### src/hdl/mmc_pkg.sv
// shared types, constants and helpers of the magnetometer min/max calibration core
package mmc_pkg;

   localparam int RawBitsDefault = 16;

   localparam int CosW     = 15;
   localparam int TimeoutW = 16;
   localparam int RadiusW  = 12;
   localparam int TiltW    = 16;
   localparam int RateW    = 16;
   localparam int TickW    = 8;
   localparam int CorrW    = 32;
   localparam int IndW     = 3;
   localparam int GainW    = 23;
   localparam int AngleW   = 24;
   localparam int NumW     = 2 * RadiusW + 5;
   localparam int CsrIdxW  = 3;
   localparam int CsrDataW = 16;
   localparam int AxisW    = 2;
   localparam int CorrShift = 9;

   localparam logic [GainW-1:0]     GainMin  = GainW'(3277);
   localparam logic [GainW-1:0]     GainMax  = GainW'(6553600);
   localparam logic [GainW-1:0]     GainSat  = GainW'(8388607);
   localparam logic [GainW-1:0]     GainOne  = GainW'(65536);
   localparam logic signed [AngleW:0] SpinFull = (AngleW+1)'(5760000);
   localparam int                   AxisMaxReset = -30000;
   localparam int                   AxisMinReset = 30000;
   localparam logic [AxisW-1:0]     AxisLast = AxisW'(2);

   localparam logic [CosW-1:0]     LevelCosReset    = CosW'(16138);
   localparam logic [CosW-1:0]     NoseDownCosReset = CosW'(1638);
   localparam logic [CosW-1:0]     VertExitCosReset = CosW'(2785);
   localparam logic [TimeoutW-1:0] SpinTimeoutReset = TimeoutW'(15000);
   localparam logic [RadiusW-1:0]  RadiusReset      = RadiusW'(200);

   typedef enum logic [CsrIdxW-1:0] {
      REG_LEVEL_COS  = 3'd0,
      REG_NOSE_COS   = 3'd1,
      REG_VERT_COS   = 3'd2,
      REG_TIMEOUT    = 3'd3,
      REG_RADIUS     = 3'd4
   } reg_index_type;

   typedef enum logic [2:0] {
      STEP_LEVEL_SPIN = 3'd0,
      STEP_LEVEL_ERR  = 3'd1,
      STEP_NOSE_DOWN  = 3'd2,
      STEP_VERT_SPIN  = 3'd3,
      STEP_VERT_ERR   = 3'd4,
      STEP_FINISH     = 3'd5
   } step_type;

   localparam logic [IndW-1:0] IND_IDLE       = 3'd0;
   localparam logic [IndW-1:0] IND_LEVEL_SPIN = 3'd1;
   localparam logic [IndW-1:0] IND_NOSE_DOWN  = 3'd2;
   localparam logic [IndW-1:0] IND_VERT_SPIN  = 3'd3;
   localparam logic [IndW-1:0] IND_TILT_ERR   = 3'd4;

   typedef struct packed {
      logic [CosW-1:0]     level_cos;
      logic [CosW-1:0]     nose_cos;
      logic [CosW-1:0]     vert_cos;
      logic [TimeoutW-1:0] spin_timeout;
      logic [RadiusW-1:0]  radius;
   } cfg_type;

   typedef struct packed {
      logic             capture;
      logic             mul;
      logic             sat;
      logic             div_start;
      logic             div_write;
      logic             step;
      logic             load_out;
      logic [AxisW-1:0] axis;
   } cmd_type;

   typedef struct packed {
      logic finish;
      logic div_busy;
      logic div_done;
      logic out_valid;
   } stat_type;

   function automatic logic [GainW-1:0] clamp_gain(input logic [GainW-1:0] g);
      logic [GainW-1:0] r;
      r = g;
      if (g < GainMin) r = GainMin;
      if (g > GainMax) r = GainMax;
      return r;
   endfunction

endpackage

### src/hdl/mmc_div.sv
// restoring divider, one quotient bit per cycle, for the gain computation
module mmc_div #(
   parameter int DEN_W = 16
) (
   input  logic                     clock,
   input  logic                     reset,
   input  logic                     start,
   input  logic [mmc_pkg::NumW-1:0] num,
   input  logic [DEN_W-1:0]         den,
   output logic                     busy,
   output logic                     done,
   output logic [mmc_pkg::NumW-1:0] quo
);
   localparam int NW   = mmc_pkg::NumW;
   localparam int CntW = $clog2(NW + 1);

   logic [NW-1:0]    num_ff, num_in;
   logic [DEN_W-1:0] den_ff;
   logic [DEN_W-1:0] rem_ff, rem_in;
   logic [CntW-1:0]  cnt_ff;
   logic             busy_ff, done_ff;
   logic [DEN_W:0]   shifted, diff;
   logic             fits;

   always_comb begin
      shifted = {rem_ff, num_ff[NW-1]};
      diff    = shifted - {1'b0, den_ff};
      fits    = shifted >= {1'b0, den_ff};
      rem_in  = fits ? diff[DEN_W-1:0] : shifted[DEN_W-1:0];
      num_in  = {num_ff[NW-2:0], fits};
   end

   always_ff @(posedge clock) begin
      if (reset) begin
         busy_ff <= 1'b0;
         done_ff <= 1'b0;
         cnt_ff  <= '0;
      end else begin
         done_ff <= 1'b0;
         if (start) begin
            busy_ff <= 1'b1;
            cnt_ff  <= CntW'(NW);
         end else if (busy_ff) begin
            cnt_ff <= cnt_ff - 1'b1;
            if (cnt_ff == CntW'(1)) begin
               busy_ff <= 1'b0;
               done_ff <= 1'b1;
            end
         end
      end
   end

   always_ff @(posedge clock) begin
      if (start) begin
         num_ff <= num;
         den_ff <= den;
         rem_ff <= '0;
      end else if (busy_ff) begin
         num_ff <= num_in;
         rem_ff <= rem_in;
      end
   end

   assign busy = busy_ff;
   assign done = done_ff;
   assign quo  = num_ff;
endmodule

### config.mk
export PLATFORM = sky130hd
export DESIGN_NAME = mmc_div
export DESIGN_NICKNAME = d
export VERILOG_FILES = /design/src/hdl/mmc_pkg.sv /design/src/hdl/mmc_div.sv
export SDC_FILE = /design/constraint.sdc
export NUM_CORES = 1
export LEC_CHECK = 0
export ABC_CLOCK_PERIOD_IN_PS = 5400
export BUFFER_PORTS_ARGS = -buffer_cell sky130_fd_sc_hd__buf_2
export CAP_MARGIN = 0
export CORE_ASPECT_RATIO = 1.1
export CORE_UTILIZATION = 59
export DETAILED_ROUTE_END_ITERATION = 8
export PLACE_DENSITY = 0.85
export SYNTH_ARGS = -nofsm -noshare
export SYNTH_HDL_FRONTEND = slang
export SYNTH_SLANG_ARGS = --single-unit
export TNS_END_PERCENT = 20
### constraint.sdc
create_clock -name clock -period 5.4 [get_ports clock]
set_clock_uncertainty 0.05 [all_clocks]
set_input_delay 0.81 -clock clock [delete_from_list [all_inputs] [get_ports clock]]
set_output_delay 0.81 -clock clock [all_outputs]
set_load 0.02 [all_outputs]
---- Word level (Yosys, flattened, before mapping) ----
Cells that the tools add are included.
Widths: inputs -> output; s select.
word-level totals
  register bits after elaboration ......... 68
  bits in latches ......................... 0
  RAM bits ................................ 0
  memory bits (read-only) ................. 0
  input port bits ......................... 48
  logic and storage cells ................. 24
  memories ................................ 0
cells by class
  $add $sub $neg .......................... 2
  multipliers ............................. 0
  divide/modulo/power cells ............... 0
  $lt $le $gt $ge ......................... 1
  eq/ne operators ......................... 1
  shifts and indexed selects .............. 0
  multiplexer cells ....................... 9
  bitwise gates (word level) .............. 1
  reductions and logical operators ........ 3
operator list
  cell                 count
  $mux 29              2
  $ge 17x16->1         1
  $mux 16              1
  $sub 16x16->16       1
  $mux 5               2
  $eq 5x1->1 const B   1
  $sub 5x1->5 const B  1
  $mux 1               4
  $reduce_or 3->1      1
  $reduce_bool 2->1    1
  $reduce_or 2->1      1
  $not 1->1            1

---- Logic depth before layout (Yosys ltp) ----
Gate-level depths: netlist of the first run.
  word-level depth ........................ 4
  gate-level depth with buffers ........... 10

---- Worst setup path after synthesis of the first run ----
No wires, ideal clock.
  path type ............................... input port to flip-flop
  start point ............................. input port start
  end point ............................... register num_ff[0] (netlist: quo[0]) (enable)
  setup time .............................. 0.384 ns
  data arrival time ....................... 1.938 ns
  data required time ...................... 4.966 ns
  path slack .............................. 3.028 ns
  stages .................................. 4
  path buffers ............................ 2
  cells stage by stage .................... clkbuf_1 > nor2_1 > clkbuf_1 > inv_1
on the way
  longest elaborated chain between the ends .. 1
ends and longest elaborated chain
  what                         line           source
  start, declared              mmc_div.sv:7   input logic start,
  $reduce_bool 2->1 (no line)  -
  end signal, assigned         mmc_div.sv:55  num_ff <= num;
  end signal, assigned         mmc_div.sv:59  num_ff <= num_in;
  end, declared                mmc_div.sv:17  logic [NW-1:0] num_ff, num_in;
No other way between the ends.
A chain may end at the register's enable or synchronous reset.

---- Worst setup path in the final report of the first run ----
  start point ............................. input port start
  end point ............................... register num_ff[6] (netlist: quo[6]) (enable)
Same word-level chain as after synthesis.

==> impl_metrics.json, run 1 <==
{
  "clock_path_buffers": 2,
  "wl_met1_mm": 3.35,
  "rows": 30,
  "synth_common_cells": "edfxtp_1 (45), mux2_2 (28), dfxtp_1 (23), nor2_1 (23), inv_1 (22)",
  "power.static_leakage_nw": 1.83,
  "fin_area_um2": 4360,
  "die-height_um": 85.9,
  "holdBufCountCts": 0,
  "yosys-top-cells-area": "edfxtp_1 (36%), dfxtp_1 (12%), mux2_2 (8.4%)",
  "yosys.area.top_type_share_pct": 35.8,
  "die_x_um": 78.3,
  "setup_viol": 0,
  "syn_area_um2": 3770,
  "vdd_drop_max_uv": 211,
  "synth.most_common_cell": "edfxtp_1",
  "drtIter0Drc": 189,
  "htree_num_levels": 3,
  "synth_area_per_cell_um2": 11.2,
  "synth_area_leader_cell": "edfxtp_1",
  "maxCapViolCount": 0,
  "wl_met3_um": 599,
  "synthCells": 338,
  "syn-num-nets": 405,
  "status": "completed",
  "routed_via_density": 6.00,
  "clkLatencyLatePin_ns": 0.34,
  "drcViolationCount": 0,
  "diodes": 0,
  "clock-sinks": 68,
  "hold_viol": 0,
  "path_max_fanout": 29,
  "overflow": 0,
  "vias": 2971,
  "grt_pass1_wl_mm": 13.7,
  "synth_cell_types": 65,
  "fillers": 464,
  "clk_pin_slew_worst_paths_ns": 0.06,
  "grt_max_degree": 36,
  "tns_ns": 0,
  "synth_warnings": 0,
  "top_layer_used": "met4",
  "drv_slew": 0,
  "layout-drive-gt1-share_pct": 33.0,
  "r2r_setup_slack_ns": 2.80,
  "tightestPinTransition_ns": 1.04,
  "cts-buffers-inserted": 9,
  "cts_tree": "done",
  "portBuffers": 78,
  "crit_path_end_kind": "register",
  "crit_arrival_ns": 2.50,
  "p_total_mw": 1.25,
  "ios": 79,
  "worstPathRequired_ns": 5.25,
  "min_path_type": "reg2reg",
  "wire_per_inst_um": 16.3,
  "crit_path_start_kind": "input pin",
  "relSlewSlack_pct": 30.3,
  "yosysSeqAreaShare_pct": 48.0,
  "gp_congestion": 0.898,
  "grtUsageTotal_pct": 26.5,
  "ctsRootBufferMaster": "clkbuf_8",
  "placed_area_um2": 4180,
  "dp_hpwl_mm": 5.92,
  "antenna_left": 0,
  "first_pass_iters": 4,
  "path_class": "in2reg",
  "cts_setup_buffers": 0,
  "hold_slack_ns": 0.457,
  "fin_util_pct": 70.8,
  "grt_pass1_vias": 2976,
  "fp.dieArea_um2": 6720,
  "area_growth_pct": 15.4,
  "wl_met2_mm": 3.91,
  "antenna_found_initial": 0,
  "core_area_um2": 6160,
  "min_period_over_period_pct": 49.0,
  "rsz0062_at_grt": "false",
  "synth_seq_cells": 68,
  "powerDensity_nw_per_um2": 288,
  "fmax_mhz": 378,
  "routed_wirelength_mm": 8.09,
  "synth-edff-count": 45,
  "async_reset_ff_share_pct": 0,
  "ys.flop_type": "edfxtp_1",
  "layout.nets": 478,
  "start_util_pct": 61.3,
  "fin_crit_ns": 2.65,
  "cts_resized": 0
}
==> per-stage QoR <==
stage               std cells  setup slack (ns)
floorplan                 338              3.03
global placement          480              2.43
detailed placement        480              2.39
CTS                       495              2.74
global route              495              2.59
finish                    495              2.75
==> registers in the layout, indices dropped and copies added (netlist names) <==
| signal | count |
|---|---|
| den_ff | 16 |
| quo | 29 |
| done | 1 |
| cnt_ff | 5 |
| busy | 1 |
| rem_ff | 16 |
==> cell families (layout without fill, tap and decap cells) <==
group	after synthesis	count (layout)	synth area share, %
XOR/XNOR	14	14	3.25
AO/OA/AOI/OAI	78	78	16.4
AND/OR/NAND/NOR	90	90	12.6
flip-flops	68	68	48.0
multiplexers	28	28	8.35
adder cells (fa/ha/maj)	19	19	6.50
buffers and inverters	41	118	4.91
==> routing by layer <==
metal / vias to the layer above / GRT usage (%)
met5: - / 0
met3: 22 / 6.81
met2: 127 / 42.9
met4: 0 / 12.5
met1: 1414 / 33.2
li1: 1408 / -
==> placed cells by master (no fill, tap or decap), types with 8 or more instances in the layout <==
| cell type | instances |
|---|---|
| a21oi_1 | 9 |
| edfxtp_1 | 45 |
| nand3_1 | 8 |
| buf_2 | 78 |
| ha_1 | 18 |
| o21ai_0 | 17 |
| nand2_1 | 18 |
| clkbuf_8 | 9 |
| inv_1 | 22 |
| nand4_1 | 11 |
| xor2_1 | 8 |
| nor2_1 | 23 |
| dfxtp_1 | 23 |
| mux2_2 | 28 |
==> area by class of cell <==
cell class	instances	area (um^2)	share of cell area, %
Sequential cell	68	1810	41.6
Multi-Input combinational cell	229	1780	40.8
Timing Repair Buffer	80	405	9.30
Clock buffer	12	135	3.10
Tap cell	80	100	2.30
Inverter	23	86.3	1.98
Clock inverter	3	40.0	0.919
==> worst paths after layout <==
kind,startpoint,cells after the start,endpoint
setup reg to reg,den_ff[1]$_DFFE_PP_,8,rem_ff[2]$_SDFFE_PP0P_
setup / recovery,start,3,quo[6]$_DFFE_PP_
hold / removal,cnt_ff[1]$_SDFFE_PP0P_,2,cnt_ff[1]$_SDFFE_PP0P_
hold reg to reg,cnt_ff[1]$_SDFFE_PP0P_,2,cnt_ff[1]$_SDFFE_PP0P_
==> worst max-delay path, stage by stage <==
cell and delay [ns]:
buf_2 0.29, nor2_1 0.67, inv_1 0.70
==> where the power goes <==
part	switching [mW]	total, mW	internal (mW)	leakage (nW)
logic	0.141	0.239	0.0978	1.11
clock network	0.179	0.388	0.210	0.0902
registers	0.0226	0.627	0.604	0.637
Power figures use the tool's default switching activity.
==> inputs of run 2 (changes only) <==
ABC_CLOCK_PERIOD_IN_PS = 2500   (was 5400)
CORE_UTILIZATION = 55   (was 59)
PLACE_DENSITY = 0.8   (was 0.85)
clock period = 2.5 ns   (was 5.4 ns; I/O delays follow)
==> impl_metrics.json, run 2 (synthesis results as in run 1) <==
{
  "tns_ns": 0,
  "cp_slowest_cell": "edfxtp_1",
  "vias": 3011,
  "min_path_type": "in2reg",
  "grt_max_degree": 32,
  "antenna_left": 0,
  "tightestPinTransition_ns": 0.523,
  "grtUsageTotal_pct": 25.1,
  "crit_arrival_ns": 2.54,
  "routed_wirelength_mm": 8.46,
  "r2r_cells": 9,
  "cp.depth": 9,
  "fin_util_pct": 68.0,
  "wl_met3_um": 570,
  "drtIter0Drc": 270,
  "largest_reg_flops": 29,
  "maxCapViolCount": 0,
  "overflow": 0,
  "grt_pass1_wl_mm": 13.6,
  "cpPeakStageDelay_ns": 0.41,
  "first_pass_iters": 5,
  "crit_path_start_kind": "register",
  "ctsRootBufferMaster": "clkbuf_8",
  "area_growth_pct": 18.7,
  "setup_viol": 0,
  "timing.final.ws_setup_ns": 0.104,
  "fillers": 495,
  "start_util_pct": 57.2,
  "antenna_found_initial": 0,
  "final_common_cell": "buf_2",
  "power.static_leakage_nw": 1.90,
  "clock-sinks": 68,
  "fin_crit_ns": 2.40,
  "worstPathRequired_ns": 2.65,
  "routed_via_density": 5.93,
  "fmax_mhz": 417,
  "hold_path_depth": 1,
  "die_x_um": 81.0,
  "clk_pin_slew_worst_paths_ns": 0.08,
  "die-height_um": 88.9,
  "cts-buffers-inserted": 9,
  "diodes": 0,
  "crit_path_cell_trace": "inv_1, ha_1, nor2b_1, o31ai_2, buf_4, a21boi_4, o211a_4, o21ai_0, a311oi_2",
  "relSlewSlack_pct": 65.1,
  "crit_path_end_kind": "register",
  "powerDensity_nw_per_um2": 642,
  "fin_area_um2": 4480,
  "clkLatencyLatePin_ns": 0.33,
  "top_layer_used": "met4",
  "drcViolationCount": 0,
  "layout-drive-gt1-share_pct": 35.2,
  "htree_num_levels": 3,
  "path_max_fanout": 9,
  "final_cell_mix": "buf_2 (78), edfxtp_1 (45), mux2_2 (28)",
  "wl_met1_mm": 3.66,
  "rows": 31,
  "status": "completed",
  "dp_hpwl_mm": 6.07,
  "vdd_drop_max_uv": 493,
  "grt_pass1_vias": 2861,
  "ios": 79,
  "path_class": "reg2reg",
  "wl_met2_mm": 4.00,
  "wire_per_inst_um": 16.7,
  "hold_viol": 0,
  "portBuffers": 78,
  "layout.nets": 488,
  "pre_cts_ws_ns": 0.156,
  "clock_path_buffers": 2,
  "gp_congestion": 0.956,
  "cts_tree": "done",
  "min_period_over_period_pct": 95.8,
  "path_buf_inv": 2,
  "holdBufCountCts": 0,
  "fp.dieArea_um2": 7200,
  "placed_area_um2": 4260,
  "drv_slew": 0,
  "critical_path.top_delay_family": "compound AO/OA/AOI/OAI gates",
  "core_area_um2": 6590
}
[run 2: worst paths after layout]
kind | slack [ns] | endpoint | start
max | 0.10 | rem_ff[7]$_SDFFE_PP0P_ | den_ff[1]$_DFFE_PP_
min | 0.16 | den_ff[4]$_DFFE_PP_ | den[4]
max reg2reg | 0.10 | rem_ff[7]$_SDFFE_PP0P_ | den_ff[1]$_DFFE_PP_
min reg2reg | 0.46 | rem_ff[3]$_SDFFE_PP0P_ | rem_ff[3]$_SDFFE_PP0P_
[run 2: power breakdown]
group          internal (mW)  switching, mW  leakage, nW
sequential              1.30         0.0511        0.637
clock                  0.562          0.431        0.104
combinational          0.221          0.308         1.15
total                   2.09          0.789         1.90
[run 2: repair_timing]
action	4_1_cts	5_1_grt
gates resized for setup	0	2
buffers inserted	0	0
endpoints found under the setup margin	0	4
[run 2: area by class of cell]
| type | count | area, um^2 | share of cell area (%) |
|---|---|---|---|
| Clock buffer | 10 | 128 | 2.85 |
| Clock inverter | 6 | 88.8 | 1.98 |
| Inverter | 23 | 86.3 | 1.93 |
| Multi-Input combinational cell | 229 | 1780 | 39.8 |
| Sequential cell | 68 | 1810 | 40.4 |
| Tap cell | 82 | 103 | 2.29 |
| Timing Repair Buffer | 90 | 480 | 10.7 |
[run 2: routing by layer]
metal | up-vias | global-route usage, %
met5 | - | 0
met2 | 132 | 40.5
met3 | 22 | 6.73
li1 | 1438 | -
met1 | 1419 | 30.8
met4 | 0 | 13.1
[run 2: metrics by stage]
stage / std cells / hold WS, ns / power (mW)
finish: 508 / 0.159 / 2.88
global route: 508 / 0.136 / 3.00
CTS: 508 / 0.142 / 2.89
detailed placement: 492 / 0.438 / 1.90
global placement: 492 / 0.429 / 1.88
floorplan: 338 / 0.397 / 1.74
==> inputs of run 3 (changes only) <==
RECOVER_POWER = 50   (was not set)
==> impl_metrics.json, run 3 (synthesis results as in run 1) <==
{
  "final_cell_mix": "buf_2 (64), edfxtp_1 (45), mux2_2 (28)",
  "path_class": "reg2reg",
  "seqPwrFrac_pct": 47.2,
  "die_x_um": 81.0,
  "fp.dieArea_um2": 7200,
  "core_area_um2": 6590,
  "fin_crit_ns": 2.41,
  "hold_viol": 0,
  "clock-sinks": 68,
  "path_max_fanout": 9,
  "drcViolationCount": 0,
  "fin_area_um2": 4460,
  "worstPathRequired_ns": 2.64,
  "drtIter0Drc": 254,
  "holdBufCountCts": 0,
  "overflow": 0,
  "p_sw_share_pct": 27.5,
  "dp.cells": 492,
  "min_path_type": "in2reg",
  "stdcell_count": 508,
  "clkPwrFrac_pct": 34.6,
  "start_util_pct": 57.2,
  "grt_util_met2_pct": 40.5,
  "p_int_mw": 2.08,
  "htree_num_levels": 3,
  "largest_reg_flops": 29,
  "p_sw_uw": 790,
  "first_pass_iters": 6,
  "clk_pin_slew_worst_paths_ns": 0.08,
  "hold_start": "den[4]",
  "cts_tree": "done",
  "dp_hpwl_mm": 6.07,
  "routed_wirelength_mm": 8.46,
  "area_growth_pct": 18.0,
  "met3_usage_pct": 6.73,
  "clkLatencyLatePin_ns": 0.34,
  "min_period_over_period_pct": 96.4,
  "power.static_leakage_nw": 1.85,
  "r2r_setup_slack_ns": 0.09,
  "crit_arrival_ns": 2.55,
  "portBuffers": 78,
  "cts-buffers-inserted": 9,
  "relSlewSlack_pct": 41.0,
  "setup_viol": 0,
  "tightestPinTransition_ns": 0.885,
  "r2r-start": "den_ff[1]$_DFFE_PP_",
  "grt_max_degree": 32,
  "vias": 3020,
  "antenna_left": 0,
  "placed_area_um2": 4260,
  "gp_congestion": 0.956,
  "layout-drive-gt1-share_pct": 31.7,
  "cp-startpoint": "den_ff[1]$_DFFE_PP_",
  "fin_util_pct": 67.6,
  "clock_path_buffers": 2,
  "ctsRootBufferMaster": "clkbuf_8",
  "top_usage_layer": "met2",
  "grt_pass1_wl_mm": 13.6,
  "crit_path_end_kind": "register",
  "fmax_mhz": 415,
  "rows": 31,
  "grtUsageTotal_pct": 25.1,
  "die-height_um": 88.9,
  "grt_use_met1_pct": 30.8,
  "wire_per_inst_um": 16.7,
  "diodes": 0,
  "powerDensity_nw_per_um2": 644,
  "layout.nets": 488,
  "grt_pass1_vias": 2861,
  "vdd_drop_max_uv": 493,
  "ios": 79,
  "pwr-share-comb_pct": 18.1,
  "routed_via_density": 5.94,
  "maxCapViolCount": 0,
  "drv_slew": 0,
  "status": "completed",
  "crit_path_start_kind": "register",
  "antenna_found_initial": 0,
  "final_common_cell": "buf_2"
}
[run 3: changes by cell type in the layout (fill, tap and decap cells not counted), sizes merged]
| cell | change |
|---|---|
| clkbuf | +17 |
| buf | -17 |
[run 3: cell type report]
class / count / area, um^2
clock buffer: 10 / 128
clock inverter: 6 / 88.8
fill: 506 / 2140
inverter: 23 / 86.3
multi-input combinational: 229 / 1780
sequential: 68 / 1810
tap: 82 / 103
timing repair buffer: 90 / 454
[run 3: through the flow]
| stage | setup slack [ns] | setup TNS (ns) | total power [mW] | hold slack (ns) |
|---|---|---|---|---|
| after floorplan | 0.283 | 0 | 1.74 | 0.397 |
| after global placement | 0.252 | 0 | 1.88 | 0.429 |
| after detailed placement | 0.156 | 0 | 1.90 | 0.438 |
| after CTS | 0.117 | 0 | 2.89 | 0.142 |
| after global routing | -0.0400 | -0.0400 | 3.00 | 0.136 |
| final | 0.0895 | 0 | 2.87 | 0.157 |
[run 3: critical path: stages, from the launching register on]
cell and delay, ns:
edfxtp_1 0.41, inv_1 0.06, ha_1 0.30, nor2b_1 0.15
o31ai_2 0.22, buf_4 0.19, a21boi_4 0.08, o211a_4 0.33
o21ai_0 0.30, a311oi_2 0.16
[run 3: layer usage]
metal	wire [um]	share of wire, %	up-vias
li1	-	-	1441
met3	622	7.4	23
met4	236	2.8	0
met5	0	0	-
met2	3980	47	148
met1	3620	43	1408
[run 3: power by group through the flow]
stage	Combinational (mW)	Sequential, mW	Clock, mW
5_1_grt	0.565	1.37	1.06
6_report	0.520	1.36	0.994
4_1_cts	0.524	1.36	1.01
2_1_floorplan	0.304	1.43	0
3_3_place_gp	0.509	1.37	0
3_5_place_dp	0.519	1.38	0
[run 3: path summary, 6_finish.rpt]
check | endpoint | depth (start not counted)
min | den_ff[4]$_DFFE_PP_ | 1
min reg2reg | rem_ff[3]$_SDFFE_PP0P_ | 2
max reg2reg | rem_ff[7]$_SDFFE_PP0P_ | 9
max | rem_ff[7]$_SDFFE_PP0P_ | 9
[run 3: repair_timing]
action                     4_1_cts  5_1_grt
gates resized for setup          0        2
buffers inserted                 0        0
setup endpoints to repair        0        4
