<file path="src/hdl/mmc_pkg.sv">
// shared types, constants and helpers of the magnetometer min/max calibration core
package mmc_pkg;

   localparam int RawBitsDefault = 16;

   localparam int CosW     = 15;
   localparam int TimeoutW = 16;
   localparam int RadiusW  = 12;
   localparam int TiltW    = 16;
   localparam int RateW    = 16;
   localparam int TickW    = 8;
   localparam int CorrW    = 32;
   localparam int IndW     = 3;
   localparam int GainW    = 23;
   localparam int AngleW   = 24;
   localparam int NumW     = 2 * RadiusW + 5;
   localparam int CsrIdxW  = 3;
   localparam int CsrDataW = 16;
   localparam int AxisW    = 2;
   localparam int CorrShift = 9;

   localparam logic [GainW-1:0]     GainMin  = GainW'(3277);
   localparam logic [GainW-1:0]     GainMax  = GainW'(6553600);
   localparam logic [GainW-1:0]     GainSat  = GainW'(8388607);
   localparam logic [GainW-1:0]     GainOne  = GainW'(65536);
   localparam logic signed [AngleW:0] SpinFull = (AngleW+1)'(5760000);
   localparam int                   AxisMaxReset = -30000;
   localparam int                   AxisMinReset = 30000;
   localparam logic [AxisW-1:0]     AxisLast = AxisW'(2);

   localparam logic [CosW-1:0]     LevelCosReset    = CosW'(16138);
   localparam logic [CosW-1:0]     NoseDownCosReset = CosW'(1638);
   localparam logic [CosW-1:0]     VertExitCosReset = CosW'(2785);
   localparam logic [TimeoutW-1:0] SpinTimeoutReset = TimeoutW'(15000);
   localparam logic [RadiusW-1:0]  RadiusReset      = RadiusW'(200);

   typedef enum logic [CsrIdxW-1:0] {
      REG_LEVEL_COS  = 3'd0,
      REG_NOSE_COS   = 3'd1,
      REG_VERT_COS   = 3'd2,
      REG_TIMEOUT    = 3'd3,
      REG_RADIUS     = 3'd4
   } reg_index_type;

   typedef enum logic [2:0] {
      STEP_LEVEL_SPIN = 3'd0,
      STEP_LEVEL_ERR  = 3'd1,
      STEP_NOSE_DOWN  = 3'd2,
      STEP_VERT_SPIN  = 3'd3,
      STEP_VERT_ERR   = 3'd4,
      STEP_FINISH     = 3'd5
   } step_type;

   localparam logic [IndW-1:0] IND_IDLE       = 3'd0;
   localparam logic [IndW-1:0] IND_LEVEL_SPIN = 3'd1;
   localparam logic [IndW-1:0] IND_NOSE_DOWN  = 3'd2;
   localparam logic [IndW-1:0] IND_VERT_SPIN  = 3'd3;
   localparam logic [IndW-1:0] IND_TILT_ERR   = 3'd4;

   typedef struct packed {
      logic [CosW-1:0]     level_cos;
      logic [CosW-1:0]     nose_cos;
      logic [CosW-1:0]     vert_cos;
      logic [TimeoutW-1:0] spin_timeout;
      logic [RadiusW-1:0]  radius;
   } cfg_type;

   typedef struct packed {
      logic             capture;
      logic             mul;
      logic             sat;
      logic             div_start;
      logic             div_write;
      logic             step;
      logic             load_out;
      logic [AxisW-1:0] axis;
   } cmd_type;

   typedef struct packed {
      logic finish;
      logic div_busy;
      logic div_done;
      logic out_valid;
   } stat_type;

   function automatic logic [GainW-1:0] clamp_gain(input logic [GainW-1:0] g);
      logic [GainW-1:0] r;
      r = g;
      if (g < GainMin) r = GainMin;
      if (g > GainMax) r = GainMax;
      return r;
   endfunction

endpackage

</file>
<file path="src/hdl/mmc_ctrl.sv">
// sequencer: capture, per-axis correction, gain divisions, step update, result hand-off
module mmc_ctrl (
   input  logic              clock,
   input  logic              reset,
   input  logic              req_valid,
   output logic              req_ready,
   input  logic              rsp_ready,
   input  mmc_pkg::stat_type stat,
   output mmc_pkg::cmd_type  cmd
);
   typedef enum logic [6:0] {
      S_IDLE      = 7'b0000001,
      S_MUL       = 7'b0000010,
      S_SAT       = 7'b0000100,
      S_DIV_START = 7'b0001000,
      S_DIV_WAIT  = 7'b0010000,
      S_STEP      = 7'b0100000,
      S_LOAD      = 7'b1000000
   } state_type;

   state_type                 state_ff, state_in;
   logic [mmc_pkg::AxisW-1:0] axis_ff, axis_in;

   always_comb begin
      state_in  = state_ff;
      axis_in   = axis_ff;
      cmd       = '0;
      cmd.axis  = axis_ff;
      req_ready = 1'b0;
      unique case (state_ff)
         S_IDLE: begin
            req_ready = 1'b1;
            if (req_valid) begin
               cmd.capture = 1'b1;
               axis_in     = '0;
               state_in    = S_MUL;
            end
         end
         S_MUL: begin
            cmd.mul  = 1'b1;
            state_in = S_SAT;
         end
         S_SAT: begin
            cmd.sat = 1'b1;
            if (axis_ff == mmc_pkg::AxisLast) begin
               axis_in  = '0;
               state_in = stat.finish ? S_DIV_START : S_STEP;
            end else begin
               axis_in  = axis_ff + 1'b1;
               state_in = S_MUL;
            end
         end
         S_DIV_START: begin
            cmd.div_start = 1'b1;
            state_in      = S_DIV_WAIT;
         end
         S_DIV_WAIT: begin
            if (stat.div_done) begin
               cmd.div_write = 1'b1;
               if (axis_ff == mmc_pkg::AxisLast) begin
                  state_in = S_STEP;
               end else begin
                  axis_in  = axis_ff + 1'b1;
                  state_in = S_DIV_START;
               end
            end
         end
         S_STEP: begin
            cmd.step = 1'b1;
            state_in = S_LOAD;
         end
         S_LOAD: begin
            if (!stat.out_valid || rsp_ready) begin
               cmd.load_out = 1'b1;
               state_in     = S_IDLE;
            end
         end
         default: state_in = S_IDLE;
      endcase
   end

   always_ff @(posedge clock) begin
      if (reset) begin
         state_ff <= S_IDLE;
         axis_ff  <= '0;
      end else begin
         state_ff <= state_in;
         axis_ff  <= axis_in;
      end
   end

   a_state_onehot: assert property (@(posedge clock) disable iff (reset) $onehot(state_ff))
      else $error("controller state not one-hot");
   a_div_runs: assert property (@(posedge clock) disable iff (reset)
      cmd.div_start |=> stat.div_busy)
      else $error("divider did not start");
   a_div_done_wait: assert property (@(posedge clock) disable iff (reset)
      stat.div_done |-> state_ff == S_DIV_WAIT)
      else $error("divider finished outside the wait state");
   a_load_valid: assert property (@(posedge clock) disable iff (reset)
      cmd.load_out |=> stat.out_valid)
      else $error("result word not presented after load");
endmodule

</file>
<file path="config.mk">
export PLATFORM = sky130hd
export DESIGN_NAME = mmc_ctrl
export DESIGN_NICKNAME = d
export VERILOG_FILES = /design/src/hdl/mmc_pkg.sv /design/src/hdl/mmc_ctrl.sv
export SDC_FILE = /design/constraint.sdc
export NUM_CORES = 1
export LEC_CHECK = 0
export BUFFER_PORTS_ARGS = -buffer_cell sky130_fd_sc_hd__buf_4
export CAP_MARGIN = 10
export CORE_MARGIN = 5
export CORE_UTILIZATION = 53
export CTS_BUF_LIST = sky130_fd_sc_hd__clkbuf_8
export CTS_CLUSTER_DIAMETER = 50
export DETAILED_ROUTE_END_ITERATION = 7
export GPL_TIMING_DRIVEN = 0
export PLACE_DENSITY = 0.8
export SYNTH_ARGS = -nofsm -noshare
export SYNTH_HDL_FRONTEND = slang
export SYNTH_SLANG_ARGS = --single-unit
export TNS_END_PERCENT = 50
</file>
<file path="constraint.sdc">
create_clock -name clock -period 2.4 [get_ports clock]
set_clock_uncertainty 0.1 [all_clocks]
set_input_delay 0.48 -clock clock [delete_from_list [all_inputs] [get_ports clock]]
set_output_delay 0.48 -clock clock [all_outputs]
set_load 0.01 [all_outputs]
</file>
# == Word level (Yosys, flattened, before mapping) ==
# Index checks and enable logic that the tools add are counted.
# Widths: inputs -> output; s select.
# totals
ramBits,0
in_bits,8
n_memories,0
mem_bits_ro,0
output_inout_bits,10
latch_bits,0
ff_bits,9
word_cells,43
# classes
n_lt_le_gt_ge,0
n_addsub,1
eq_ne,12
div,0
mul,0
shifts,0
bitwise,0
reduce_logical,5
mux,23
# op_table
cell,count
$pmux 7 s7,1
$mux 7,3
$mux 6,3
$mux 1,11
$mux 2,4
$ne 2x2->1 const B,4
$eq 7x1->1 const B,1
$eq 7x2->1 const B,1
$eq 7x3->1 const B,1
$eq 7x4->1 const B,1
$eq 7x5->1 const B,1
$eq 7x6->1 const B,1
$eq 7x7->1 const B,1
$pmux 2 s3,1
$reduce_and 4->1,1
$reduce_and 3->1,1
$reduce_bool 3->1,1
$add 2x1->2 const B,1
$eq 2x2->1 const B,1
$logic_not 1->1,1
$logic_or 1x1->1,1

# == Longest topological paths before layout ==
# Gate-level depths: netlist of the first run.
# logic_depth
depth_word,4
ltp_mapped,6
ltp_nobuf,6

# == Least setup slack after synthesis of the first run ==
# Ideal clock, no wire load.
# synth_timing
path_kind,reg2out
from,reg state_ff[0]
to,out cmd[4] (netlist name)
setup_slack_ns,0.398
path_stages_with_launch,4
n_path_buf,0
required_ns,1.820
t_arrival_ns,1.422
path_cell_list,dfxtp_1 > or4_4 > nor3_1 > and2_1
# synth_lines
element,line,rtl
from (decl),mmc_ctrl.sv:21,"state_type state_ff, state_in;"
from (signal assigned),mmc_ctrl.sv:87,state_ff <= state_in;
to (decl),mmc_ctrl.sv:9,output mmc_pkg::cmd_type cmd

==> summary.md, run 1 <==
| Metric | Value |
|---|---|
| Vias per cell | `6.033` |
| Post-route DRC violation count | `0` |
| N_diodes | `0` |
| Worst path slowest cell | `or4_4` |
| Core Area | `1269 um^2` |
| GPL Wtd Cong | `0.8061` |
| DRT antenna net count | `0` |
| Die Y | `46.13 um` |
| Vias | `742` |
| Power per cell area | `594.7 nW/um^2` |
| CTS Buffer Depth | `2` |
| Number of library cell types mapped by synthesis | `38` |
| Overall Global Routing Usage | `19.16%` |
| Ys async rst share | `0%` |
| Largest area contributor in the netlist | `dfxtp_1` |
| Measured slew at the worst slew-check pin | `563.1 ps` |
| Slew HR | `62.11%` |
| Peak supply drop | `0.4267 mV` |
| Synthesized area | `691.9 um^2` |
| CP Data Arrival Time | `1790 ps` |
| Crit-path cells | `clkbuf_1, or4_4, nor3_2, and2_1, buf_4` |
| Yosys reg bits | `9` |
| Area delta synth->final | `28.93%` |
| Hold WS | `357.6 ps` |
| H-tree levels | `1` |
| Clk_lat worst skew | `240 ps` |
| Largest net degree at the start of global routing | `11` |
| Synthesized instance count | `88` |
| Final WL | `1756 um` |
| Final hold vios | `0` |
| Critical Path Source Type | `flop` |
| Most common cell after layout, fill and taps aside | `buf_4` |
| Design Power | `0.5305 mW` |
| Initial DRT Pass Iterations | `4` |
| Starting Density | `54.54%` |
| Status | `complete, no violations` |
| Crit-path max FO | `8` |
| Leading cell types in the layout, fill and taps excluded | `17 x buf_4, 9 x dfxtp_1, 7 x inv_1, 5 x nor2_1, 5 x a21oi_1` |
| DP Cell Count | `119` |
| Pre-CTS WS | `194.0 ps` |
| Fin nets | `120` |
| First-pass GRT wire length | `2891 um` |
| # fillers | `115` |
| CP required | `1820 ps` |
| Static leakage | `0.3834 nW` |
| WL/cell | `14.28 um` |
| Post-synthesis sequential area ratio | `26.04%` |
| Main flop type after synthesis | `dfxtp_1` |
| Clock sink count | `9` |
| Horiz. Die Dim | `46.13 um` |
| FMAX | `0.4224 GHz` |
| EDFF count, synth | `0` |
| Input/output buffers | `16` |
| Setup TNS | `0 ps` |
| RSZ-0062 raised after global routing | `yes` |
| Fraction of layout cells with a size suffix above 1 | `23.15%` |
| Final setup margin | `32.83 ps` |
| I/O pin total | `18` |
| Crit. End Element | `primary output` |
| Syn avg cell area | `7.863 um^2` |
| Remaining Overflow, GRT | `0` |
| Clock slew seen by the registers of the worst setup and hold paths | `50 ps` |
| Final Cycle Share | `98.63%` |
| CTS tree | `built` |
| CP max stage delay | `490 ps` |
| Antenna violations before repair | `0` |
| CP top delay family | `simple AND/OR/NAND/NOR gates` |
| Post-synth top area share | `26.04%` |
| Site Rows | `13` |
| HPWL after DPL | `1235 um` |
| Synth warnings | `0` |
| Post-route minimum period | `2367 ps` |
| Num CTS Buffers | `3` |
| Final setup viols | `0` |
| Max-slew violations | `0` |
| Post-Syn Nets | `99` |
| Vias in the first global route | `661` |
| Final Non-Filler Cells | `123` |
| Top cells by area, synth | `dfxtp_1 26%, ha_1 5.4%, nor3b_1 4.3%` |
| Die ar. | `2128 um^2` |
| Initial detailed-routing violation count | `26` |
| Post-CTS Setup Inserts | `0` |
| Clock root buffer | `clkbuf_8` |
| Worst Path Buf+Inv | `2` |
| Critical path class | `reg -> out` |
| Hold Crit Class | `in -> reg` |
| Max-cap viol count | `0` |
-- worst paths after layout --
check,startpoint,end,slack [ps],cells past startpoint
max,state_ff[5],cmd[4],30,5
min,reset,axis_ff[0],360,2
max reg2reg,state_ff[5],axis_ff[1],420,5
min reg2reg,axis_ff[1],axis_ff[1],480,2
-- flip-flops by register name (all words and copies together), names as in the netlist --
signal	flops
axis_ff	2
state_ff	7
-- Yosys cell counts, drive strengths merged, types with 2 or more instances --
cell type,instances
nor3b,5
clkbuf,4
a21oi,5
nor3,4
ha,3
and3,2
a211o,2
nor2,5
nor2b,4
nor4b,2
and2,3
nor4,2
or4,2
nand2b,3
a2111oi,2
nand2,3
inv,6
a31oi,4
dfxtp,9
nand3,2
-- worst reg2reg max path, cell delays in order (launching register included) --
cell and delay (ps):
dfxtp_1 290, clkbuf_1 180, or4_4 490, or4_1 540, a31oi_1 190, nor3_1 60
-- cell families after synthesis --
family / after synthesis / synth area share (%)
XOR/XNOR: 2 / 2.532
AND/OR/NAND/NOR: 42 / 37.80
adder cells (fa/ha/maj): 3 / 5.426
buffers and inverters: 11 / 6.509
flip-flops: 9 / 26.04
AO/OA/AOI/OAI: 21 / 21.70
-- area by class of cell --
cell class,instances,area (um^2),area share [%]
inverter,6,22.52,2.525
clock buffer,3,41.29,4.628
sequential,9,180.2,20.20
clock inverter,1,3.754,0.4208
buffer,5,22.52,2.525
timing repair buffer,16,120.1,13.46
multi-input combinational,68,483.0,54.14
tap,15,18.77,2.104
-- per-layer routing --
metal	global-route usage (%)	up-vias	wire length [um]	part of all wire [%]
li1	-	367	-	-
met1	24.82	350	784	45
met2	30.49	20	850	48
met3	3.516	5	90	5.1
met4	8.523	0	31	1.8
met5	0	-	0	0
-- stage by stage --
stage                     area, um^2  utilization (%)
after global placement         830.8            65.48
final                          892.1            70.32
after global routing           892.1            70.32
after CTS                      880.8            69.43
after floorplan                691.9                -
after detailed placement       830.8            65.48
-- power breakdown --
group / internal [mW] / switching [mW] / total [mW]
combinational: 0.0848 / 0.0866 / 0.171
clock: 0.112 / 0.0649 / 0.177
sequential: 0.163 / 0.0194 / 0.182
total: 0.360 / 0.171 / 0.531
-- timing repair --
action / 4_1_cts / 5_1_grt
pin swaps: 0 / 0
gates resized for setup: 1 / 2
hold buffers: 0 / 0
setup endpoints to repair: 2 / 2
endpoints found under the hold margin: 0 / 0
Note: power is estimated with default switching activity, not from simulation.
==> run 2: changes to the inputs <==
Settings changed: ABC_AREA from default to 1, CORE_AREA from default to 5 5 42 44, CORE_MARGIN 5 to default, CORE_UTILIZATION 53 to default, DIE_AREA from default to 0 0 47 49, PLACE_DENSITY 0.8 to 0.76.
==> run 2 against run 1 <==
Worst setup slack better by 480 ps. Synthesized area fell by 5.4%. Via count shrank 13%. Count of clock-buffer cells in the layout stayed put. Non-clock buffer count shrank 4. Register-to-register slack better by 530 ps. Sequential share of layout area increased by 1.3 points. Highest routed layer unchanged.
==> summary.md, run 2 <==
| Metric | Value |
|---|---|
| Status | `complete, no violations` |
| Vias in the first global route | `597` |
| Antenna violations before repair | `0` |
| R2R Setup Slk | `950 ps` |
| Synthesized area | `654.4 um^2` |
| Design Power | `0.5758 mW` |
| Post-route minimum period | `1884 ps` |
| Synthesized instance count | `101` |
| Slew HR | `85.77%` |
| Post-synthesis sequential area ratio | `27.53%` |
| Top cells by area, synth | `dfxtp_1 28%, inv_1 10%, nand2_1 10%` |
| Register name with the most flops | `state_ff` |
| Input/output buffers | `16` |
| CTS tree | `built` |
| R2R cell count | `8` |
| Crit. End Element | `primary output` |
| Worst Path Buf+Inv | `4` |
| Die ar. | `2303 um^2` |
| CP top delay family | `simple AND/OR/NAND/NOR gates` |
| Critical Path Source Type | `flop` |
| Clk_lat worst skew | `230 ps` |
| CTS Buffer Depth | `2` |
| HPWL after DPL | `1142 um` |
| First-pass GRT wire length | `2311 um` |
| Remaining Overflow, GRT | `0` |
| Fin nets | `133` |
| Worst Setup SP | `state_ff[5]` |
| Syn avg cell area | `6.479 um^2` |
| Hold-fix buffers at CTS | `0` |
| Post-CTS Setup Inserts | `0` |
| Clock slew seen by the registers of the worst setup and hold paths | `50 ps` |
| Synth warnings | `0` |
| Post-Syn Nets | `112` |
| Yosys reg bits | `9` |
| Static leakage | `0.4602 nW` |
| Fraction of layout cells with a size suffix above 1 | `33.88%` |
| Max-cap viol count | `0` |
| Site Rows | `14` |
| Crit-path cells | `inv_1, nand2_2, nor2_4, nand4_1, inv_1, buf_4, buf_4` |
| Critical path capture point | `cmd[7]` |
| Final Cycle Share | `78.48%` |
| FMAX | `0.5309 GHz` |
| Initial DRT Pass Iterations | `4` |
| Largest registers | `state_ff (7), axis_ff (2)` |
| Setup TNS | `0 ps` |
| CP required | `1820 ps` |
| Horiz. Die Dim | `47 um` |
| Worst path slowest cell | `dfxtp_1` |
| CP max stage delay | `320 ps` |
| N_diodes | `0` |
| Levels on crit path | `7` |
| Measured slew at the worst slew-check pin | `212.6 ps` |
| RSZ-0062 raised after global routing | `no` |
| Clock root buffer | `clkbuf_8` |
| Largest area contributor in the netlist | `dfxtp_1` |
| Clock sink count | `9` |
| DP Cell Count | `133` |
| Reg2reg start | `axis_ff[0]` |
| GPL Wtd Cong | `0.8892` |
| Reg-to-reg endpoint | `axis_ff[1]` |
| Vias per cell | `4.708` |
| I/O pin total | `18` |
| Ys async rst share | `0%` |
| Most common cell after layout, fill and taps aside | `inv_1` |
| Final Non-Filler Cells | `137` |
| Post-synth top area share | `27.53%` |
| Die Y | `49 um` |
| Power per cell area | `685.8 nW/um^2` |
| Post-CTS Resized | `0` |
| Crit-path max FO | `5` |
| Max reg flops | `7` |
| Pre-CTS WS | `754.8 ps` |
| Post-route DRC violation count | `0` |
| Peak supply drop | `0.3591 mV` |
| Hold Crit Class | `in -> reg` |
| Main flop type after synthesis | `dfxtp_1` |
| Final setup viols | `0` |
| Final hold vios | `0` |
| Max-slew violations | `0` |
| EDFF count, synth | `0` |
| Overall Global Routing Usage | `13.64%` |
| DRT antenna net count | `0` |
| Area delta synth->final | `28.30%` |
| Vias | `645` |
| Num CTS Buffers | `3` |
| Number of library cell types mapped by synthesis | `20` |
| Largest net degree at the start of global routing | `8` |
| Leading cell types in the layout, fill and taps excluded | `19 x inv_1, 18 x nand2_1, 17 x buf_4, 14 x nor2_1, 9 x dfxtp_1` |
| WL/cell | `10.00 um` |
| Core Area | `1401 um^2` |
| Initial detailed-routing violation count | `6` |
| Final setup margin | `516.4 ps` |
| Critical path class | `reg -> out` |
| Starting Density | `46.70%` |
| CP Data Arrival Time | `1300 ps` |
| Commonest cells post-synth | `18 x inv_1, 18 x nand2_1, 14 x nor2_1, 9 x dfxtp_1, 6 x nand2_2` |
| H-tree levels | `1` |
| Final WL | `1370 um` |
run 2: per-stage QoR:
| stage | instance area, um^2 | util, % | hold WS [ps] |
|---|---|---|---|
| after floorplan | 654.4 | - | 403.1 |
| after global placement | 794.5 | 56.70 | 448.8 |
| after detailed placement | 794.5 | 56.70 | 454.7 |
| after CTS | 839.6 | 59.91 | 371.6 |
| after global routing | 839.6 | 59.91 | 374.5 |
| final | 839.6 | 59.91 | 369.6 |
run 2: area by class of cell:
| cell class | instances | area, um^2 |
|---|---|---|
| Clock buffer | 3 | 41.29 |
| Fill cell | 141 | 561.8 |
| Multi-Input combinational cell | 67 | 375.4 |
| Buffer | 1 | 7.507 |
| Sequential cell | 9 | 180.2 |
| Clock inverter | 1 | 3.754 |
| Inverter | 24 | 91.34 |
| Timing Repair Buffer | 16 | 120.1 |
| Tap cell | 16 | 20.02 |
run 2: logic make-up (layout without fill, tap and decap cells):
family / after synthesis / after routing / synth area share [%]
buf+inv: 25 / 45 / 15.10
compound gates: 7 / 7 / 7.072
fa+ha+maj: 3 / 3 / 5.737
flops: 9 / 9 / 27.53
simple gates: 57 / 57 / 44.55
run 2: worst min path at each step:
stage | from | endpoint | slack [ps] | depth (start not counted)
2_1_floorplan | state_ff[1] | state_ff[2] | 400 | 2
3_3_place_gp | state_ff[1] | state_ff[2] | 450 | 2
3_5_place_dp | axis_ff[1] | axis_ff[1] | 450 | 2
4_1_cts | reset | state_ff[4] | 370 | 2
5_1_grt | reset | state_ff[4] | 370 | 2
6_report | reset | state_ff[4] | 370 | 2
run 2: layer usage:
metal	wire length [um]	GRT usage, %	vias to the layer above	share of wire (%)
li1	-	-	350	-
met1	605	17.11	280	44
met2	662	20.81	13	48
met3	93	3.690	2	6.8
met4	8	6.452	0	0.58
met5	0	0	-	0
run 2: power by group:
part	total [mW]	leakage, nW	switching, mW	internal, mW
clock network	0.169	0.0269	0.0578	0.111
logic	0.224	0.360	0.131	0.0932
registers	0.183	0.0734	0.0152	0.168
==> run 3: changes to the inputs <==
Settings changed: ABC_AREA 1 to 0, CORE_AREA 5 5 42 44 to default, CORE_MARGIN from default to 5, CORE_UTILIZATION from default to 48, DIE_AREA 0 0 47 49 to default.
Clock period 2.4 ns to 1.7 ns, I/O delays scaled along.
==> run 3 against run 2 <==
The flow now finishes with violations (setup timing). Sequential share of layout area fell by 1.6 points. Combinational power rose by 19%. Cell area rose by 18%. Global-route usage rose by 4.7 points. Worst hold slack got worse by 150 ps. Non-clock buffer count rose by 6. Register-to-register slack got worse by 1200 ps. Largest cell class unchanged.
==> summary.md, run 3 (same netlist as run 1, synthesis figures left out) <==
| Metric | Value |
|---|---|
| Design Area, Final | `989.7 um^2` |
| Static leakage | `0.4212 nW` |
| DP Area | `848.3 um^2` |
| Site Rows | `13` |
| Max reg flops | `7` |
| Clk_lat worst skew | `240 ps` |
| Remaining Overflow, GRT | `0` |
| Peak supply drop | `0.5620 mV` |
| Starting Density | `51.88%` |
| GPL Wtd Cong | `0.7711` |
| Max-slew violations | `0` |
| Hold-fix buffers at CTS | `0` |
| Leading cell types in the layout, fill and taps excluded | `20 x buf_4, 7 x inv_1, 5 x nor2_1, 5 x a21oi_1` |
| R2R cell count | `4` |
| Fin nets | `122` |
| Clock root buffer | `clkbuf_8` |
| CTS Buffer Depth | `2` |
| Vias in the first global route | `681` |
| Worst path slowest cell | `or4_4` |
| Core Area | `1334 um^2` |
| Num CTS Buffers | `3` |
| Power per cell area | `782.3 nW/um^2` |
| Hold EP | `axis_ff[1]` |
| CP required | `1260 ps` |
| Most common cell after layout, fill and taps aside | `buf_4` |
| Fraction of layout cells with a size suffix above 1 | `40.00%` |
| N_diodes | `0` |
| Worst Path Buf+Inv | `1` |
| Levels on crit path | `4` |
| Clock slew seen by the registers of the worst setup and hold paths | `40 ps` |
| Hold Crit Class | `in -> reg` |
| Critical Path Source Type | `flop` |
| CP top delay family | `simple AND/OR/NAND/NOR gates` |
| Reg-to-reg endpoint | `axis_ff[0]` |
| Failing checks | `setup timing` |
| Largest net degree at the start of global routing | `11` |
| Horiz. Die Dim | `47.97 um` |
| Overall Global Routing Usage | `18.35%` |
| Crit-path cells | `or4_4, nor3_4, and2_4, buf_6` |
| Final WL | `1863 um` |
| Die Y | `47.97 um` |
| FMAX | `0.4955 GHz` |
| RSZ-0062 raised after global routing | `yes` |
| DRT antenna net count | `0` |
| Die ar. | `2301 um^2` |
| Slew HR | `65.04%` |
| Initial detailed-routing violation count | `16` |
| Post-route minimum period | `2018 ps` |
| Worst Setup SP | `state_ff[1]` |
| Register name with the most flops | `state_ff` |
| First-pass GRT wire length | `2829 um` |
| Antenna violations before repair | `0` |
| Crit-path max FO | `7` |
| Final Cycle Share | `118.7%` |
| Initial DRT Pass Iterations | `4` |
| Max-cap viol count | `0` |
| WL/cell | `14.90 um` |
| Reg2reg start | `state_ff[1]` |
| Measured slew at the worst slew-check pin | `519.6 ps` |
| CP Data Arrival Time | `1580 ps` |
| Vias | `760` |
| I/O pin total | `18` |
| Worst hold path stage count | `2` |
| Final setup viols | `14` |
| Final hold vios | `0` |
| Critical path class | `reg -> out` |
| Status | `complete, but fails checks` |
| Hold WS | `221.4 ps` |
| CTS tree | `built` |
| Largest registers | `state_ff (7), axis_ff (2)` |
| Clock sink count | `9` |
| Area delta synth->final | `43.04%` |
| R2R Setup Slk | `-270 ps` |
| CP max stage delay | `590 ps` |
| Vias per cell | `6.080` |
| Final setup margin | `-318.1 ps` |
| Input/output buffers | `16` |
| Hold Startpoint | `reset` |
| H-tree levels | `1` |
| Crit. End Element | `primary output` |
| HPWL after DPL | `1304 um` |
| Post-route DRC violation count | `0` |
run 3: cell types whose count changed in the layout (fill, tap and decap cells not counted), moves of 4 or more:
cell / before / now
nand2_2: 6 / 0
nor3b_1: 0 / 4
dfxtp_1: 9 / 2
a21oi_1: 1 / 5
inv_1: 19 / 7
nand2_1: 18 / 3
inv_2: 5 / 0
nor2b_1: 0 / 4
nor2_1: 14 / 5
dfxtp_2: 0 / 4
a31oi_1: 0 / 4
run 3: metal layers:
metal	part of all wire, %	GRT usage (%)	vias up
li1	-	-	369
met3	6.1	2.632	4
met1	42	21.63	364
met2	49	30.08	23
met5	0	0	-
met4	2.5	12.90	0
run 3: layout make-up:
| type | instances | area, um^2 |
|---|---|---|
| sequential | 9 | 196.4 |
| buffer | 1 | 7.507 |
| clock inverter | 1 | 3.754 |
| fill | 107 | 344.1 |
| inverter | 6 | 22.52 |
| tap | 15 | 18.77 |
| clock buffer | 3 | 41.29 |
| multi-input combinational | 68 | 523.0 |
| timing repair buffer | 22 | 176.4 |
run 3: what timing repair did:
item / in CTS / in global routing
buffers inserted: 4 / 2
endpoints found under the setup margin: 13 / 16
pin swaps: 3 / 6
resized for setup: 7 / 13
hold endpoints to repair: 0 / 0
run 3: power by group:
part           total, mW  internal, mW  switching, mW
combinational      0.266         0.138          0.128
sequential         0.263         0.231         0.0320
clock              0.245         0.157         0.0874
total              0.774         0.527          0.248
run 3: worst max path at each step:
| stage | endpoint | slack, ps |
|---|---|---|
| global placement | cmd[4] | -230 |
| floorplan | axis_ff[0] | -60 |
| detailed placement | cmd[4] | -250 |
| CTS | cmd[6] | -320 |
| finish | cmd[4] | -320 |
| global route | cmd[4] | -360 |
run 3: stage by stage:
stage,utilization [%],TNS [ps],worst slack [ps],total power [mW],cells
after detailed placement,63.60,-999.8,-245.0,0.5012,119
after floorplan,-,-166.6,-57.72,0.4189,88
final,74.20,-2027,-318.1,0.7742,125
after global placement,63.60,-843.9,-227.7,0.4958,119
after global routing,74.20,-3206,-360.6,0.8193,125
after CTS,70.26,-2096,-319.5,0.7557,124
